<file path="config.mk">
export PLATFORM = sky130hd
export DESIGN_NAME = bse_ctrl
export DESIGN_NICKNAME = d
export VERILOG_FILES = /design/src/hdl/bse_pkg.sv /design/src/hdl/bse_ctrl.sv
export SDC_FILE = /design/constraint.sdc
export NUM_CORES = 1
export LEC_CHECK = 0
export BUFFER_PORTS_ARGS = -buffer_cell sky130_fd_sc_hd__buf_2
export CAP_MARGIN = 20
export CORE_AREA = 2 2 39 41
export CTS_BUF_LIST = sky130_fd_sc_hd__clkbuf_8
export DETAILED_ROUTE_END_ITERATION = 8
export DIE_AREA = 0 0 41 43
export RECOVER_POWER = 50
export SLEW_MARGIN = 20
export SYNTH_ARGS = -nofsm -noshare
export SYNTH_HDL_FRONTEND = slang
export SYNTH_SLANG_ARGS = --single-unit
export TNS_END_PERCENT = 30
</file>
<file path="constraint.sdc">
create_clock -name clk -period 4.66 [get_ports clk]
set_input_delay 0.466 -clock clk [delete_from_list [all_inputs] [get_ports clk]]
set_output_delay 0.466 -clock clk [all_outputs]
set_load 0.1 [all_outputs]
</file>
<file path="src/hdl/bse_pkg.sv">
// ----------------------------------------------------------------------------
// bse_pkg
// Shared types and codes for the bitmap store engine: item structs, request
// codes and the command and status bundles between controller and datapath.
// ----------------------------------------------------------------------------
package bse_pkg;

    localparam int POS_W = 12;
    localparam int LEN_W = 13;
    localparam int ANS_W = 13;
    localparam int REQ_W = 3;

    localparam logic [LEN_W-1:0] LEN_RESET = 13'd4096;

    localparam logic [REQ_W-1:0] REQ_TEST   = 3'd0;
    localparam logic [REQ_W-1:0] REQ_SET    = 3'd1;
    localparam logic [REQ_W-1:0] REQ_CLEAR  = 3'd2;
    localparam logic [REQ_W-1:0] REQ_ZRUN   = 3'd3;
    localparam logic [REQ_W-1:0] REQ_COUNT  = 3'd4;
    localparam logic [REQ_W-1:0] REQ_FILL1  = 3'd5;
    localparam logic [REQ_W-1:0] REQ_FILL0  = 3'd6;
    localparam logic [REQ_W-1:0] REQ_SPARE  = 3'd7;

    typedef struct packed {
        logic [REQ_W-1:0] req_type;
        logic [POS_W-1:0] bit_position;
    } req_item_t;

    typedef struct packed {
        logic [ANS_W-1:0] answer;
        logic             position_ok;
    } rsp_item_t;

    typedef struct packed {
        logic capture;
        logic start;
        logic walk;
        logic sweep;
        logic sweep_ones;
        logic finish;
    } dp_cmd_t;

    typedef struct packed {
        logic [REQ_W-1:0] req_type;
        logic             reject;
        logic             walk_last;
        logic             sweep_last;
        logic             out_free;
    } dp_stat_t;

endpackage

</file>
<file path="src/hdl/bse_ctrl.sv">
// ----------------------------------------------------------------------------
// bse_ctrl
// Request sequencer: clearing pass after reset, request decode, word walk,
// fill sweep and hand-off of the result to the output register.
// ----------------------------------------------------------------------------
module bse_ctrl (
    input  logic              clk,
    input  logic              rst_n,
    input  logic              req_valid,
    output logic              req_stall,
    input  bse_pkg::dp_stat_t stat,
    output bse_pkg::dp_cmd_t  cmd
);
    import bse_pkg::*;

    typedef enum logic [5:0] {
        S_CLEAR  = 6'b000001,
        S_IDLE   = 6'b000010,
        S_DECODE = 6'b000100,
        S_WALK   = 6'b001000,
        S_FILL   = 6'b010000,
        S_DONE   = 6'b100000
    } state_t;

    state_t state_reg;
    state_t state_next;

    always_comb
    begin
        state_next = state_reg;
        cmd        = '0;
        req_stall  = 1'b1;
        case (state_reg)
            S_CLEAR:
            begin
                cmd.sweep = 1'b1;
                if (stat.sweep_last)
                begin
                    state_next = S_IDLE;
                end
            end
            S_IDLE:
            begin
                req_stall = 1'b0;
                if (req_valid)
                begin
                    cmd.capture = 1'b1;
                    state_next  = S_DECODE;
                end
            end
            S_DECODE:
            begin
                if (stat.reject)
                begin
                    state_next = S_DONE;
                end
                else if (stat.req_type inside {REQ_FILL1, REQ_FILL0})
                begin
                    state_next = S_FILL;
                end
                else
                begin
                    cmd.start  = 1'b1;
                    state_next = S_WALK;
                end
            end
            S_WALK:
            begin
                cmd.walk = 1'b1;
                if (stat.walk_last)
                begin
                    state_next = S_DONE;
                end
            end
            S_FILL:
            begin
                cmd.sweep      = 1'b1;
                cmd.sweep_ones = stat.req_type == REQ_FILL1;
                if (stat.sweep_last)
                begin
                    state_next = S_DONE;
                end
            end
            S_DONE:
            begin
                if (stat.out_free)
                begin
                    cmd.finish = 1'b1;
                    state_next = S_IDLE;
                end
            end
            default:
            begin
                state_next = S_CLEAR;
            end
        endcase
    end

    always_ff @(posedge clk or negedge rst_n)
    begin
        if (!rst_n)
        begin
            state_reg <= S_CLEAR;
        end
        else
        begin
            state_reg <= state_next;
        end
    end

endmodule

</file>
**Word level (Yosys, flattened, before mapping)**

Index checks and enable logic that the tools add are counted.

- Output and inout bits: 7
- Logic and storage cells: 36
- Register bits after elaboration: 6

- Equal/unequal tests: 13
- Reductions and logical operators: 3
- Multiplexer cells: 19

Operators with widths:

| kind | number |
|---|---|
| $mux W6 | 6 |
| $pmux W6 S6 | 1 |
| $mux W1 | 11 |
| $ne A2 B2 Y1 const B | 5 |
| $eq A3 B3 Y1 const B | 2 |
| $eq A6 B1 Y1 const B | 1 |
| $eq A6 B2 Y1 const B | 1 |
| $eq A6 B3 Y1 const B | 1 |
| $eq A6 B4 Y1 const B | 1 |
| $eq A6 B5 Y1 const B | 1 |
| $eq A6 B6 Y1 const B | 1 |
| $mux W5 | 1 |
| $reduce_and A5 Y1 | 1 |
| $reduce_bool A2 Y1 | 1 |
| $reduce_or A2 Y1 | 1 |

**Depth between registers and ports, before layout**

- Depth after elaboration: 5
- Depth in mapped cells: 5
- Mapped depth without buffers: 4

**Least setup slack after synthesis**

No wires, ideal clock.

- Path type: flip-flop to output port
- Start point: register state_reg[1]
- End point: output port cmd[1] (netlist name)
- Stages on the path, launching flop included: 4
- Path buffers: 1
- Data required time: 4194 ps
- Data arrival time: 3807 ps
- Path slack: 387 ps
- Cells stage by stage: dfrtp_1 buf_2 or3_1 nor4_1

RTL lines:

| what | RTL line | text |
|---|---|---|
| start: declaration | bse_ctrl.sv:25 | `state_t state_reg;` |
| start signal: assignment | bse_ctrl.sv:107 | `state_reg <= state_next;` |
| end: declaration | bse_ctrl.sv:12 | `output bse_pkg::dp_cmd_t cmd` |

==> impl_metrics.csv <==
group,metric,value,unit
yosys,syn_area,497,µm²
detailed_routing,viasPerCell,5.14,
cells_and_area,fin_util,0.433,
timing,slew_headroom,0.677,
worst_setup_path,crit_fanout,10,
cts,cts_tree,"built",
cts,cts_made_buffers,3,
yosys,async_flop_share,1.00,
worst_setup_path,cp-start-kind,"flip-flop",
global_route,gr-usage-met2,0.197,
place,place_ws,2160,ps
global_route,grtUsageMet1,0.230,
yosys,syn-num-nets,72,
cells_and_area,fill_cells,153,
cells_and_area,drive_above_1_share,0.286,
global_route,grt_pass1_wl,1840,µm
timing,post-route-min-period,2720,ps
worst_setup_path,crit_start,"state_reg[1]",
global_route,busiest_layer,"met1",
cts,hold_buffers,0,
cts,htreeDepth,1,
yosys,synth_flop_cell,"dfrtp_1",
place,port-buffer-count,16,
yosys,yosysMostFrequentCell,"nor2_1",
place,dp_hpwl,823,µm
cts,clkLatencyLatePin,220,ps
cells_and_area,multiInputGateArea,293,µm²
global_route,grt_pass1_vias,416,
floorplanning,dieWidth,41,µm
yosys,syn_avg_cell_area,8.01,µm²
floorplanning,start_util,0.359,
cts,cts_root_buf,"clkbuf_8",
yosys,synth_edf_count,0,
worst_setup_path,critical_path_class,"reg -> out",
yosys,synth-seq-cells,6,
global_route,grtUsageTotal,0.158,
timing,max_freq,367,MHz
timing,clock_skew,4.31,ps
floorplanning,die_area,0.00176,mm²
worst_setup_path,crit_arrival,2260,ps
floorplanning,row_count,14,
timing,tns,0,ps
floorplanning,coreArea,0.00138,mm²
worst_setup_path,end_kind,"output pin",
cells_and_area,largest_reg_flops,6,
yosys,synthCells,62,
cts,cts.sinks,6,
timing,finalMaxSlewViolations,0,
timing,setup_slack,1940,ps
status,status,"finished, final reports clean",
detailed_routing,wl,1040,µm
timing,fin_crit_sh,0.584,
cells_and_area,instances_no_fill,93,
yosys,synth_area_leaders,"dfrtp_1, nor2_1, dfstp_2, nand2b_1, nand3b_1",
global_route,grtUsageMet3,0.0314,
yosys,synth_top_area_share,0.252,
timing,rsz0062_at_grt,"no",
cells_and_area,n_antenna_cell,0,
global_route,grt_max_degree,13,
yosys,netlist_top_cells_count,"nor2_1, dfrtp_1, nand2b_1",
yosys,yosys.area.top_type,"dfrtp_1",
cells_and_area,syn_to_final_growth,20.7,%
yosys,synthDistinctLibCells,31,
cells_and_area,final_nets,88,
power,leakagePower,0.289,nW
place,placed_cells,89,
floorplanning,die_h,43,µm
detailed_routing,via_count,478,
timing,setup_viol,0,
worst_setup_path,r2r-start,"state_reg[4]",
detailed_routing,ant_nets,0,
cells_and_area,final-seq-area,151,µm²
yosys,seq_area_frac_synth,0.305,
detailed_routing,drcViolationCount,0,
global_route,grt_antenna_before_repair,0,
detailed_routing,first_iter_violations,11,
timing,worst_pin_slew,483,ps
power,p_per_area,640,mW/mm²
detailed_routing,post_drt_wl_per_cell,11.2,µm
timing,hold_viol,0,
floorplanning,io_pins,17,
cts,cts_resized,0,
cts,cts_buffer_depth,2,
worst_setup_path,crit_required,4190,ps
global_route,overflow,0,
power,irDropWorstVdd,0.000317,V
place,gp_congestion,0.777,
yosys,yosysWarnings,0,
detailed_routing,drt-pass1-iter-count,6,
cts,path_clk_slew,40,ps
cts,cts_setup_buffers,0,
worst_hold_path,worst_hold_path_type,"in -> async",
flow_run,maxCapViolations,0,
-- cells by family (layout without fill, tap and decap cells) --
family,Yosys count,count (layout),share of synthesized area
XOR/XNOR,3,3,0.0529
buffers and inverters,8,23,0.0882
flip-flops,6,6,0.305
AND/OR/NAND/NOR,33,33,0.370
multiplexers,1,1,0.0202
AO/OA/AOI/OAI,11,11,0.164
-- report_power, final --
group | switching [W] | internal, W
Sequential | 0.0000302 | 0.0000693
Clock | 0.0000217 | 0.0000565
Combinational | 0.000145 | 0.0000614
-- final cells by class --
cell class	instances	area share
Clock buffer	3	0.0689
Clock inverter	1	0.00626
Inverter	3	0.0188
Multi-Input combinational cell	48	0.489
Sequential cell	6	0.253
Tap cell	16	0.0334
Timing Repair Buffer	16	0.132
-- layout by cell type (no fill, tap or decap), drive strengths merged --
master,instances
a21oi,3
buf,15
clkbuf,4
dfrtp,5
dfstp,1
inv,4
mux2i,1
nand2,3
nand2b,4
nand3,3
nand3b,3
nand4,1
nor2,11
nor3,1
nor4,1
o211a,1
o211ai,2
o21ai,2
o22a,1
o2bb2ai,1
o32ai,1
or2,2
or3,1
or4,2
or4b,1
xnor2,1
xor2,2
-- through the flow --
step	power (W)	area [µm²]	hold WS (ps)
2_1_floorplan	0.000280	497	170
5_1_grt	0.000416	599	125
4_1_cts	0.000392	609	50.8
3_5_place_dp	0.000310	564	291
3_3_place_gp	0.000309	564	291
6_report	0.000384	599	98.0
-- worst paths after layout --
kind | end | slack (ps) | cells past startpoint
max | cmd[4] | 1940 | 4
min | state_reg[5] | 100 | 1
max reg2reg | state_reg[1] | 2600 | 4
min reg2reg | state_reg[0] | 590 | 1
max in group asynchronous | state_reg[0] | 4280 | 1
min in group clk | state_reg[5] | 460 | 2
-- critical path, cell delays in order, from the launching register on --
cell and delay, ps:
dfrtp_1 460, or3_1 450, or4_1 520, a21oi_1 160
buf_2 450
-- metal layers --
layer	vias up	wire length (µm)
li1	250	-
met1	215	485
met2	11	492
met3	2	53
met4	0	8
met5	-	0
No activity file was read; power rests on OpenSTA's default activity.
